--- config.mk ---
export PLATFORM = sky130hd
export DESIGN_NAME = swfn_solver
export DESIGN_NICKNAME = d
export VERILOG_FILES = /design/src/design/swfn_pkg.sv /design/src/design/swfn_solver.sv
export SDC_FILE = /design/constraint.sdc
export NUM_CORES = 1
export LEC_CHECK = 0
export ABC_CLOCK_PERIOD_IN_PS = 11800
export BUFFER_PORTS_ARGS = -buffer_cell sky130_fd_sc_hd__buf_2
export CORE_ASPECT_RATIO = 0.75
export CORE_MARGIN = 8
export CORE_UTILIZATION = 45
export CTS_CLUSTER_DIAMETER = 60
export DETAILED_ROUTE_END_ITERATION = 16
export GPL_ROUTABILITY_DRIVEN = 0
export PLACE_DENSITY_LB_ADDON = 0.15
export SLEW_MARGIN = 20
export SYNTH_ARGS = -nofsm -noshare
export SYNTH_HDL_FRONTEND = slang
export SYNTH_SLANG_ARGS = --single-unit
--- constraint.sdc ---
create_clock -name clk -period 11.8 [get_ports clk]
set_clock_uncertainty 0.1 [all_clocks]
set_input_delay 1.77 -clock clk [delete_from_list [all_inputs] [get_ports clk]]
set_output_delay 1.77 -clock clk [all_outputs]
set_load 0.02 [all_outputs]
--- src/design/swfn_pkg.sv ---
// Shared types and constants for the sliding window feature normalizer.
`timescale 1ns / 1ps
`default_nettype none
package swfn_pkg;

  localparam int QUOT_BITS   = 35;
  localparam int ROOT_BITS   = 18;
  localparam int SCALE_SHIFT = 24;
  localparam int MEAN_SHIFT  = 4;

  localparam logic [1:0] CFG_VARIANCE_MODE = 2'd0;
  localparam logic [1:0] CFG_DIMS_IN_USE   = 2'd1;
  localparam logic [1:0] CFG_WINDOW_FRAMES = 2'd2;

  localparam logic       RESET_MODE   = 1'b1;
  localparam logic [6:0] RESET_DIMS   = 7'd40;
  localparam logic [8:0] RESET_WINDOW = 9'd256;

  typedef enum logic [2:0] {
    ST_IDLE, ST_UPDATE, ST_PRODUCT, ST_PREP, ST_LAUNCH, ST_SOLVE, ST_FINISH
  } ctl_state_t;

  typedef enum logic [1:0] {
    DU_IDLE, DU_DIV, DU_ROOT, DU_DONE
  } unit_state_t;

  typedef struct packed {
    logic start;
    logic sqrt_en;
  } unit_cmd_t;

endpackage
`default_nettype wire

--- src/design/swfn_solver.sv ---
// Iterative restoring divider, optionally followed by a bit-serial integer square root.
`timescale 1ns / 1ps
`default_nettype none
module swfn_solver #(
  parameter int NUM_W = 74,
  parameter int DEN_W = 48
) (
  input  wire logic                           clk,
  input  wire logic                           rst,
  input  wire swfn_pkg::unit_cmd_t            cmd,
  input  wire logic [NUM_W-1:0]               num,
  input  wire logic [DEN_W-1:0]               den,
  output logic                                done,
  output logic [swfn_pkg::QUOT_BITS-1:0]      quotient
);

  localparam int QB    = swfn_pkg::QUOT_BITS;
  localparam int RB    = swfn_pkg::ROOT_BITS;
  localparam int CNT_W = $clog2(QB);

  swfn_pkg::unit_state_t state, state_next;

  logic [DEN_W-1:0]  rem;
  logic [QB-1:0]     low;
  logic [QB-1:0]     quo;
  logic [CNT_W-1:0]  cnt;
  logic [RB-1:0]     root;
  logic [RB-1:0]     probe;
  logic              sqrt_mode;

  logic [NUM_W-1:0]  num_hi;
  logic              ovf;
  logic [DEN_W:0]    trial;
  logic              ge;
  logic [DEN_W:0]    diff;
  logic [RB-1:0]     cand;
  logic [2*RB-1:0]   cand_sq;
  logic [RB:0]       root_inc;

  always_comb begin
    num_hi   = num >> QB;
    ovf      = num_hi >= NUM_W'(den);
    trial    = {rem, low[QB-1]};
    ge       = trial >= {1'b0, den};
    diff     = trial - {1'b0, den};
    cand     = root | probe;
    cand_sq  = cand * cand;
    root_inc = {1'b0, root} + 1'b1;
  end

  always_comb begin
    state_next = state;
    case (state)
      swfn_pkg::DU_IDLE: begin
        if (cmd.start) begin
          if (ovf) state_next = cmd.sqrt_en ? swfn_pkg::DU_ROOT : swfn_pkg::DU_DONE;
          else     state_next = swfn_pkg::DU_DIV;
        end
      end
      swfn_pkg::DU_DIV: begin
        if (cnt == '0) state_next = sqrt_mode ? swfn_pkg::DU_ROOT : swfn_pkg::DU_DONE;
      end
      swfn_pkg::DU_ROOT: begin
        if (probe[0]) state_next = swfn_pkg::DU_DONE;
      end
      swfn_pkg::DU_DONE: state_next = swfn_pkg::DU_IDLE;
      default: state_next = swfn_pkg::DU_IDLE;
    endcase
  end

  always_comb begin
    done     = (state == swfn_pkg::DU_DONE);
    quotient = sqrt_mode ? QB'(root_inc[RB:1]) : quo;
  end

  always_ff @(posedge clk) begin
    if (rst) begin
      state <= swfn_pkg::DU_IDLE;
    end else begin
      state <= state_next;
    end
  end

  always_ff @(posedge clk) begin
    case (state)
      swfn_pkg::DU_IDLE: begin
        if (cmd.start) begin
          sqrt_mode <= cmd.sqrt_en;
          rem       <= DEN_W'(num_hi);
          low       <= num[QB-1:0];
          quo       <= ovf ? '1 : '0;
          cnt       <= CNT_W'(QB - 1);
          root      <= '0;
          probe     <= RB'(1) << (RB - 1);
        end
      end
      swfn_pkg::DU_DIV: begin
        rem <= ge ? diff[DEN_W-1:0] : trial[DEN_W-1:0];
        quo <= {quo[QB-2:0], ge};
        low <= low << 1;
        cnt <= cnt - 1'b1;
      end
      swfn_pkg::DU_ROOT: begin
        if (cand_sq <= (2*RB)'(quo)) root <= cand;
        probe <= probe >> 1;
      end
      default: begin
      end
    endcase
  end

endmodule
`default_nettype wire

# After elaboration in Yosys (flattened, before gate mapping)
# Index checks and enable logic that the tools add are counted.
[op_classes]
muxes = 23
add_sub_neg = 3
n_lt_le_gt_ge = 3
n_reduce_logical = 9
bitwise_logic = 1
n_eq_ne = 7
multipliers = 1
shifts = 0
div = 0
[ops]
columns = ["cell", "count"]
rows = [
  ["two-way mux 35 bit", 4],
  ["one-hot mux 35 bit (2 select lines)", 2],
  ["two-way mux 48 bit", 2],
  ["one-hot mux 48 bit (2 select lines)", 1],
  ["one-hot mux 18 bit (2 select lines)", 2],
  ["two-way mux 18 bit", 3],
  ["greater-or-equal comparator 49 x 48 -> 1 bit", 1],
  ["greater-or-equal comparator 39 x 48 -> 1 bit", 1],
  ["subtractor 48 bit", 1],
  ["<= comparator 36 x 35 -> 1 bit", 1],
  ["multiplier 18 x 18 -> 36 bit", 1],
  ["adder 18 x 1 -> 19 bit, second input constant", 1],
  ["bitwise OR 18 bit", 1],
  ["one-hot mux 6 bit (2 select lines)", 1],
  ["two-way mux 2 bit", 4],
  ["inequality test 2 bit, second input constant", 4],
  ["one-hot mux 2 bit (4 select lines)", 1],
  ["logical NOT 6 bit", 1],
  ["two-way mux 6 bit", 1],
  ["AND reduction 2 bit", 3],
  ["AND reduction 3 bit", 2],
  ["subtractor 6 x 1 -> 6 bit, second input constant", 1],
  ["== test 2 bit, second input constant", 2],
  ["nonzero test 2 bit", 2],
  ["other kinds (3)", 4],
]
[totals]
wordCells = 55
ram_bits = 0
regBits = 163
mem_bits_ro = 0
output_inout_bits = 36
n_memories = 0
latchBits = 0

# Logic depth before layout (Yosys ltp)
# Gate-level depths: netlist of the first run.
[logic_depth]
ltp_word = 5
ltp_mapped = 37
ltp_nobuf = 36

# Worst setup path after synthesis of the first run
# No wires, ideal clock.
[synth_path]
kind = "reg-to-reg"
startpoint = "reg state[1]"
endpoint = "reg cnt[0], enable pin"
setup_time_ns = 0.779
n_path_buf = 3
required_time_ns = 10.921
path_stages_with_launch = 8
synth_period_minus_slack_ns = 10.767
t_arrival_ns = 9.889
slack_ns = 1.033
cell_sequence = "dfxtp_1 inv_1 ha_1 clkbuf_1 inv_1 clkbuf_1 clkbuf_1 o21ai_0"
[synth_via]
elab_chain_cells = 3
[synth_lines]
columns = ["item", "line", "rtl"]
rows = [
  ["from (decl)", "swfn_solver.sv:21", "swfn_pkg::unit_state_t state, state_next;"],
  ["from (signal assigned)", "swfn_solver.sv:78", "state <= swfn_pkg::DU_IDLE;"],
  ["from (signal assigned)", "swfn_solver.sv:80", "state <= state_next;"],
  ["== test 2 x 1 -> 1 bit or logical NOT 2 bit (tied branches)", "swfn_solver.sv:85", "case (state)"],
  ["nonzero test 2 bit (no source line) or inequality test 2 bit (tied branches)", "--", ""],
  ["AND reduction 2 bit (no source line) *", "--", ""],
  ["to (signal assigned)", "swfn_solver.sv:92", "cnt <= CNT_W'(QB - 1);"],
  ["to (signal assigned)", "swfn_solver.sv:101", "cnt <= cnt - 1'b1;"],
  ["to (decl)", "swfn_solver.sv:26", "logic [CNT_W-1:0] cnt;"],
]
# Mark *: on every way between the ends. The rest lies on a longest branch, timed or not.
# A chain may end at the register's enable or synchronous reset.

# Worst setup path in the final report of the first run
[layout_path]
startpoint = "reg root[12]"
endpoint = "reg root[3], enable pin"
[layout_via]
elab_chain_cells = 5
[layout_lines]
columns = ["item", "line", "rtl"]
rows = [
  ["from (decl)", "swfn_solver.sv:27", "logic [RB-1:0] root;"],
  ["from (signal assigned)", "swfn_solver.sv:104", "if (cand_sq <= (2*RB)'(quo)) root <= cand;"],
  ["bitwise OR 18 bit", "swfn_solver.sv:46", "cand = root | probe;"],
  ["via cand[12]", "swfn_solver.sv:36", "logic [RB-1:0] cand;"],
  ["multiplier 18 x 18 -> 36 bit", "swfn_solver.sv:47", "cand_sq = cand * cand;"],
  ["<= comparator 36 x 35 -> 1 bit", "swfn_solver.sv:104", ""],
  ["inequality test 2 bit (no source line)", "--", ""],
  ["AND reduction 3 bit (no source line)", "--", ""],
]
# The timed path passes the listed nets, and every way through them passes these cells.

==> impl_results.md, run 1 <==
* Status: complete, no violations
* Synth top area cells: edfxtp_1 23%, fa_1 21%, ha_1 14%
* Final setup fails at 0
* Post-cts resize count at 0
* Avg Vias per Cell at around 5.4
* CTS tree: done
* Rel. slew slack at 0.301
* Rows at 68
* Max_cap viols at 0
* Placement Cell Area at 22400 um^2
* Die Y-Extent at a little over 200 um
* Design Area, Final at about 23000 um^2
* Setup_tns at 0 ps
* Initial antenna violation count at 4
* GRT overflow at 0
* Number of distinct library cells after synthesis at between 70 and 80
* GRT Overall Usage at 0.213
* First-pass DRT Iterations at 7
* Num CTS Buffers at 17
* Worst-Skew Late Latency at around 450 ps
* Hold/Removal Path Class: flop to flop
* Synthesized area at 21000 um^2
* Root buffer cell: clkbuf_16
* WP data arrival at about 10000 ps
* Worst EP required at 11820 ps
* Post-CTS Hold Buffers at 0
* Synth warn at 0
* Post-DR wirelength/cell at between 15 and 20 um
* Max Root-Sink Buffers at 2
* Share of the synthesized area in the top cell type at 0.231
* Full die area at about 54000 um^2
* First-iteration detailed-routing DRC count at 1392
* Crit-path max FO at 18
* Largest net degree at the start of global routing at 91
* Placed cells at 3049
* Crit end category: flop
* Max stage delay cell, worst path: nor2_1
* Unrepaired setup endpoints after global routing: no
* Post-route clock period utilization at 0.871
* Post-route insts no fill at roughly 3100
* Largest area contributor in the netlist: edfxtp_1
* Post-synth EDFFs at approximately 160
* Worst R2R Setup Slack at around 1500 ps
* Avg Cell Area, Syn at 9.07 um^2
* Fmax at 97.3 MHz
* Post-route minimum period at about 10000 ps
* DP HPWL at 45700 um
* Starting density of the core at 0.455
* Clk slew on worst S/H paths at 70 ps
* Clk sinks at 163
* Gate count of the mapped netlist at 2310
* Flops & latches, synth at 163
* Depth of the CTS H-tree at 4
* Die W at 265 um
* ANT nets after route at 0
* Hold Violations, Final at 0
* Vias in the first global route at 16738
* Synth async-reset ratio at 0
* Worst-margin pin slew at 1050 ps
* Max incr delay on CP at between 600 and 700 ps
* Routed WL at 56600 um
* CP Class: flop to flop
* Syn-to-layout area delta at 9.69%
* Ys flop type: edfxtp_1
* Global-route wire length before repair at ~92000 um
* Nets at slightly above 3000
* Slew Limit Fails at 0
* Drt drc at 0
* Post-Syn Nets at around 2900
* Via count at between 15000 and 20000
* Top-Level Pins at ~160
* Most common cell on crit path: fa_1
* Seq/Total Area, Yosys at 0.233
* Startpoint Class: flop
* Share of layout cells above drive strength 1 at 0.114
* I/O Buffers at roughly 160
* Postcts setup bufs at 0
* Core Footprint at about 46000 um^2
state kept, by name (all words and copies together) (netlist names):
signal	count
sqrt_mode	1
low	35
probe	18
state	2
quo	35
root	18
rem	48
cnt	6
synth_stat cells (3+ instances only):
cell,count
or2_2,14
and4_1,3
nor2b_1,6
nor2_1,239
o22a_1,3
a21o_1,66
and3_1,14
nor4_1,5
o211ai_1,11
fa_1,223
nor3b_1,5
clkinv_1,8
buf_2,6
a21boi_0,4
mux2i_1,6
or3_1,9
clkbuf_1,56
o311ai_0,3
a21oi_1,158
inv_1,425
a2bb2oi_1,4
o21bai_1,19
nand3_1,40
xnor2_1,62
ha_1,235
nand2b_1,4
o2111ai_1,3
buf_1,4
a31oi_1,30
edfxtp_1,161
nand4_1,27
xor2_1,31
nor3_1,19
mux2_2,36
nor3_2,3
a211oi_1,17
a22oi_1,3
o21ai_0,57
buf_4,3
nand2_1,205
o31ai_1,4
and2_1,23
o21a_1,13
layout make-up:
cell class                      count  area, um^2
Antenna cell                        1        2.50
Fill cell                        4440       23000
Inverter                          435        1630
Sequential cell                   163        4870
Timing Repair Buffer              179         945
Multi-Input combinational cell   1642       14200
Clock inverter                     14         126
Tap cell                          630         788
Clock buffer                       18         429
cell usage in the layout, fill, tap and decap left out, drive strengths merged, types with 18 or more instances in the layout:
master    n
nand4    28
edfxtp  161
nand3    40
a21o     66
o21bai   19
and2     23
fa      223
nor2    239
buf     179
ha      235
mux2     36
a21oi   160
a211oi   18
nor3     22
a31oi    31
o21ai    59
nand2   205
clkbuf   18
xnor2    62
inv     433
xor2     31
through the flow:
stage | utilization | hold slack (ps) | setup slack (ps)
after global placement | 0.487 | 420 | 2060
after floorplan | - | 391 | 1030
after detailed placement | 0.487 | 435 | 1750
final | 0.500 | 448 | 1520
after global routing | 0.499 | 458 | 849
after CTS | 0.499 | 451 | 1660
kinds of logic (layout without fill, tap and decap cells):
family / after synthesis / after routing / share of synthesized area
buffers and inverters: 505 / 646 / 0.0917
flip-flops: 163 / 163 / 0.233
XOR/XNOR: 93 / 93 / 0.0389
other: 0 / 1 / 0
multiplexers: 42 / 42 / 0.0222
AND/OR/NAND/NOR: 625 / 625 / 0.132
adder cells (fa/ha/maj): 458 / 458 / 0.353
AO/OA/AOI/OAI: 424 / 424 / 0.129
final timing paths:
kind / startpoint / endpoint / cells past startpoint
min reg2reg: low[6] / low[7] / 1
min: low[6] / low[7] / 1
max: root[12] / root[3] / 33
max reg2reg: root[12] / root[3] / 33
critical path: cells and delay by family (launching register included):
kind            cells  cell delay (ps)
buf+inv             7             1140
simple gates        8             2190
mux                 1              190
flops               1              460
xor+xnor            1               90
compound gates      8             2080
fa+ha+maj           8             3700
metal layers:
metal / vias up / global-route usage / wire (um) / share of wire
met5: - / 0 / 13 / 0.00023
met1: 8134 / 0.325 / 28000 / 0.49
li1: 7904 / - / - / -
met2: 545 / 0.308 / 23600 / 0.42
met3: 57 / 0.0397 / 4100 / 0.072
met4: 2 / 0.0488 / 940 / 0.017
Power of run 1 is not shown: default switching activity piles up to over one toggle a cycle in this logic, so the estimate is an artifact.
==> run 2: changes to the inputs <==
CORE_UTILIZATION = 60   (was 45)
==> run 2 against run 1 <==
Net effect: count of clock-buffer cells in the layout rose by 5; die area fell by 23%; maximum frequency rose by 2.6%; global-route usage rose by 5.5 points; via count rose by 1.0%.
==> impl_results.md, run 2 (synthesis results as in run 1) <==
* Hold Violations, Final at 0 (unchanged)
* Worst R2R Setup Slack at 1780 ps (+260 ps)
* Largest net degree at the start of global routing at 86 (-5.5%)
* Final setup fails at 0 (unchanged)
* Max reg flops at 48 (unchanged)
* Commonest non-fill, non-tap cell in the layout: inv_1
* Largest reg by FF count: rem
* Crit-path max FO at 18 (unchanged)
* Unrepaired setup endpoints after global routing: no
* Most common cell on crit path: fa_1
* Max Root-Sink Buffers at 2 (unchanged)
* Startpoint Class: flop
* Initial antenna violation count at 3 (-1)
* Post-DR wirelength/cell at 18.9 um (+3.0%)
* Syn-to-layout area delta at 8.94%
* GRT Overall Usage at 0.268 (+0.0550)
* CTS tree: done
* Depth of the CTS H-tree at 4 (unchanged)
* CP Class: flop to flop
* Clk sinks at 163 (unchanged)
* Root buffer cell: clkbuf_16
* Max_cap viols at 0 (unchanged)
* Avg Vias per Cell at 5.78 (+7.1%)
* Post-CTS Hold Buffers at 0 (unchanged)
* Max stage delay cell, worst path: nor2_1
* Post-route minimum period at 10020 ps (-264 ps)
* Most frequent cells in the layout: 425 x inv_1, 237 x nor2_1, 234 x ha_1
* DP HPWL at 44000 um (-3.7%)
* Setup_tns at 0 ps (unchanged)
* WP data arrival at 10040 ps (-260 ps)
* First-pass DRT Iterations at 5 (-2)
* I/O Buffers at 161 (unchanged)
* Slew Limit Fails at 0 (unchanged)
* Vias in the first global route at 16793 (+0.33%)
* Top flop regs: rem: 48 flops, low: 35 flops, quo: 35 flops
* Die W at 232 um (-13%)
* Global-route wire length before repair at 87600 um (-4.5%)
* First-iteration detailed-routing DRC count at 1402 (+0.72%)
* Num CTS Buffers at 17 (unchanged)
* Routed WL at 55100 um (-2.8%)
* Postcts setup bufs at 0 (unchanged)
* Post-cts resize count at 0 (unchanged)
* GRT overflow at 0 (unchanged)
* Hold/Removal Path Class: flop to flop
* Die Y-Extent at 178 um (-12%)
* Worst-margin pin slew at 1060 ps (+8.15 ps)
* Rel. slew slack at 0.293 (-0.00803)
* Crit end category: flop
* Share of layout cells above drive strength 1 at 0.113 (-0.00113)
* ANT nets after route at 0 (unchanged)
* Max incr delay on CP at 670 ps (-20 ps)
* Post-route clock period utilization at 0.849 (-0.0224)
* Status: complete, no violations
* Drt drc at 0 (unchanged)
* Starting density of the core at 0.607 (+0.151)
* Worst-Skew Late Latency at 450 ps (about the same)
* Via count at 16810 (+1.0%)
* Full die area at 41200 um^2 (-23%)
* Top-Level Pins at 162 (unchanged)
* Worst EP required at 11820 ps (about the same)
* Clk slew on worst S/H paths at 60 ps (about the same)
* Nets at 3020 (-0.066%)
* Core Footprint at 34500 um^2 (-25%)
* Rows at 59 (-13%)
* Fmax at 99.8 MHz (+2.6%)
## run 2: changes by cell type in the layout (fill, tap and decap cells not counted), sizes merged
cell    previous run  this run
clkinv            15        12
inv              433       428
diode              1         2
clkbuf            18        23
bufinv             1         4
buf              179       177
## run 2: path summary, 6_finish.rpt
path / from / end / cells past startpoint
worst max-delay path: root[13] / root[8] / 31
worst min register to register: low[33] / low[34] / 1
worst min-delay path: low[33] / low[34] / 1
worst max register to register: root[13] / root[8] / 31
## run 2: area by class of cell
| cell class | instances | area (um^2) |
|---|---|---|
| Clock buffer | 23 | 478 |
| Clock inverter | 9 | 153 |
| Inverter | 435 | 1630 |
| Antenna cell | 2 | 5.00 |
| Sequential cell | 163 | 4870 |
| Timing Repair Buffer | 177 | 926 |
| Fill cell | 2845 | 11700 |
| Multi-Input combinational cell | 1642 | 14200 |
| Tap cell | 457 | 572 |
## run 2: through the flow
step / utilization / area [um^2] / setup WS [ps] / hold WS [ps] / std cells
6_report: 0.661 / 22800 / 1780 / 448 / 2908
5_1_grt: 0.661 / 22800 / 1370 / 457 / 2908
4_1_cts: 0.661 / 22800 / 2000 / 447 / 2906
3_5_place_dp: 0.643 / 22200 / 2000 / 433 / 2874
3_3_place_gp: 0.643 / 22200 / 2460 / 414 / 2874
2_1_floorplan: - / 21000 / 1030 / 391 / 2310
## run 2: worst max-delay path: cells and delay by family (launching register included)
family / cells / cell delay [ps]
AOI/OAI and AO/OA: 8 / 1940
xor gates and xnor gates: 1 / 90
adders and majority gates: 8 / 3700
buffers and inverters: 5 / 1080
DFF: 1 / 440
muxes: 1 / 130
and+or+nand+nor: 8 / 2200
## run 2: layer usage
layer	vias up	part of all wire	GRT usage
li1	7897	-	-
met1	8197	0.45	0.385
met2	640	0.44	0.404
met3	74	0.087	0.0626
met4	2	0.019	0.0704
met5	-	0.00020	0
Power of run 2 is left out for the same reason.
==> run 3: changes to the inputs <==
ABC_CLOCK_PERIOD_IN_PS = 9500   (was 11800)
clock period = 9.5 ns   (was 11.8 ns; I/O delays follow)
==> run 3 against run 2 <==
Net effect: global-route usage increased by 0.29 points; maximum frequency increased by 12%; worst setup slack got worse by 1200 ps; sequential cell count unchanged; largest cell class unchanged; critical endpoint is now root[6]; die area unchanged; critical path depth increased by 3; count of clock-buffer cells in the layout decreased by 5.
==> impl_results.md, run 3 (synthesis results as in run 1) <==
* Depth of the CTS H-tree at 4 (unchanged)
* Most frequent cells in the layout: 423 x inv_1, 238 x nor2_1, 234 x ha_1
* Drt drc at 0 (unchanged)
* First-iteration detailed-routing DRC count at 1443 (+2.9%)
* Largest reg by FF count: rem
* Global-route wire length before repair at 88700 um (+1.2%)
* GRT overflow at 0 (unchanged)
* Post-route insts no fill at 2925 (+0.58%)
* Routed WL at 55000 um (-0.13%)
* DP HPWL at 44800 um (+1.8%)
* Full die area at 41200 um^2 (unchanged)
* Top flop regs: rem: 48 flops, low: 35 flops, quo: 35 flops
* Share of layout cells above drive strength 1 at 0.122 (+0.00885)
* Placed cells at 2886 (+0.42%)
* I/O Buffers at 161 (unchanged)
* Unrepaired setup endpoints after global routing: no
* Core Footprint at 34500 um^2 (unchanged)
* Worst R2R Setup Slack at 550 ps (-1230 ps)
* Min-Delay Startpoint: state[1]
* Startpoint Class: flop
* WHS at 427 ps (-20.7 ps)
* FF-to-FF Start: root[2]
* Largest net degree at the start of global routing at 95 (+10%)
* Num CTS Buffers at 17 (unchanged)
* Avg Vias per Cell at 5.74 (-0.68%)
* Max Root-Sink Buffers at 2 (unchanged)
* Worst EP required at 9520 ps (-2300 ps)
* Worst hold path depth at 2 (+1)
* Initial antenna violation count at 1 (-2)
* Fmax at 112 MHz (+12%)
* Max incr delay on CP at 550 ps (-120 ps)
* Die Y-Extent at 178 um (unchanged)
* Starting density of the core at 0.607 (unchanged)
* Most common cell on crit path: inv_1
* Post-route minimum period at 8950 ps (-1070 ps)
* Worst R2R End: root[6]
* Via count at 16794 (-0.095%)
* Clk slew on worst S/H paths at 60 ps (about the same)
* Vias in the first global route at 17126 (+2.0%)
* Max stage delay cell, worst path: nor2_1
* ANT cells at 0 (-2)
* Top-Level Pins at 162 (unchanged)
* Root buffer cell: clkbuf_16
* Final Core Density at 0.665 (+0.00355)
* Status: complete, no violations
* Max_cap viols at 0 (unchanged)
* Hold/Removal Path Class: flop to flop
* Commonest non-fill, non-tap cell in the layout: inv_1
* Max reg flops at 48 (unchanged)
* WP data arrival at 8970 ps (-1070 ps)
* Syn-to-layout area delta at 9.52%
* Worst-Skew Late Latency at 440 ps (about the same)
* Worst r2r path cells at 34 (+9.7%)
* Slew Limit Fails at 0 (unchanged)
* Setup_tns at 0 ps (unchanged)
* Rel. slew slack at 0.327 (+0.0335)
* Hold endpoint: state[1]
* Hold Violations, Final at 0 (unchanged)
* Post-DR wirelength/cell at 18.8 um (-0.71%)
* ANT nets after route at 0 (unchanged)
* Filler cells at 2859 (+0.49%)
* Crit-path max FO at 18 (unchanged)
* Final setup fails at 0 (unchanged)
* Die W at 232 um (unchanged)
* GRT Overall Usage at 0.271 (+0.00289)
* Nets at 3041 (+0.70%)
* CTS tree: done
* CP Class: flop to flop
* Post-route clock period utilization at 0.942 (+0.0930)
* Rows at 59 (unchanged)
* Crit end category: flop
* Clk sinks at 163 (unchanged)
* First-pass DRT Iterations at 6 (+1)
* Worst-margin pin slew at 1010 ps (-46.3 ps)
==> run 3: cell count changes in the layout (fill, tap and decap cells not counted), moves of 2 or more <==
cell / previous run / this run
clkbuf_8: 3 / 0
clkinvlp_4: 0 / 6
clkbuf_1: 3 / 1
buf_4: 16 / 37
inv_1: 425 / 423
diode_2: 2 / 0
==> run 3: cell type report <==
| type | instances | area, um^2 | area share |
|---|---|---|---|
| multi-input combinational | 1642 | 14200 | 0.619 |
| sequential | 163 | 4870 | 0.212 |
| inverter | 435 | 1650 | 0.0720 |
| timing repair buffer | 198 | 1080 | 0.0472 |
| tap | 457 | 572 | 0.0249 |
| clock buffer | 18 | 429 | 0.0187 |
| clock inverter | 12 | 141 | 0.00616 |
==> run 3: timing repair <==
item	in CTS	in global routing
setup endpoints to repair	0	18
gates resized for setup	0	11
hold buffers	0	0
buffers inserted	0	9
==> run 3: worst max path at each step <==
stage	to	cells past startpoint	slack, ps	startpoint
finish	root[6]	34	550	root[2]
global route	root[1]	32	0.1	root[2]
CTS	root[1]	34	390	root[4]
detailed placement	root[6]	34	400	root[4]
global placement	root[3]	33	590	root[11]
floorplan	root[0]	33	640	root[11]
==> run 3: worst max-delay path: cells and delay by family (launching register included) <==
kind / cells / cell delay, ps
compound gates: 8 / 1420
xor+xnor: 1 / 90
fa+ha+maj: 8 / 3330
buf+inv: 8 / 1140
flops: 1 / 410
mux: 1 / 110
simple gates: 8 / 2030
==> run 3: metrics by stage <==
step	setup slack [ps]	cell area (um^2)
after floorplan	638	21000
after global placement	590	22300
after detailed placement	402	22300
after CTS	394	22900
after global routing	0.113	23000
final	551	23000
==> run 3: metal layers <==
layer / share of wire / wire (um) / track usage / vias up
met2: 0.44 / 24000 / 0.409 / 695
met3: 0.10 / 5620 / 0.0805 / 75
li1: - / - / - / 7931
met5: 0.00022 / 12 / 0 / -
met1: 0.44 / 24200 / 0.379 / 8091
met4: 0.021 / 1180 / 0.0673 / 2
Power of run 3 is left out for the same reason.
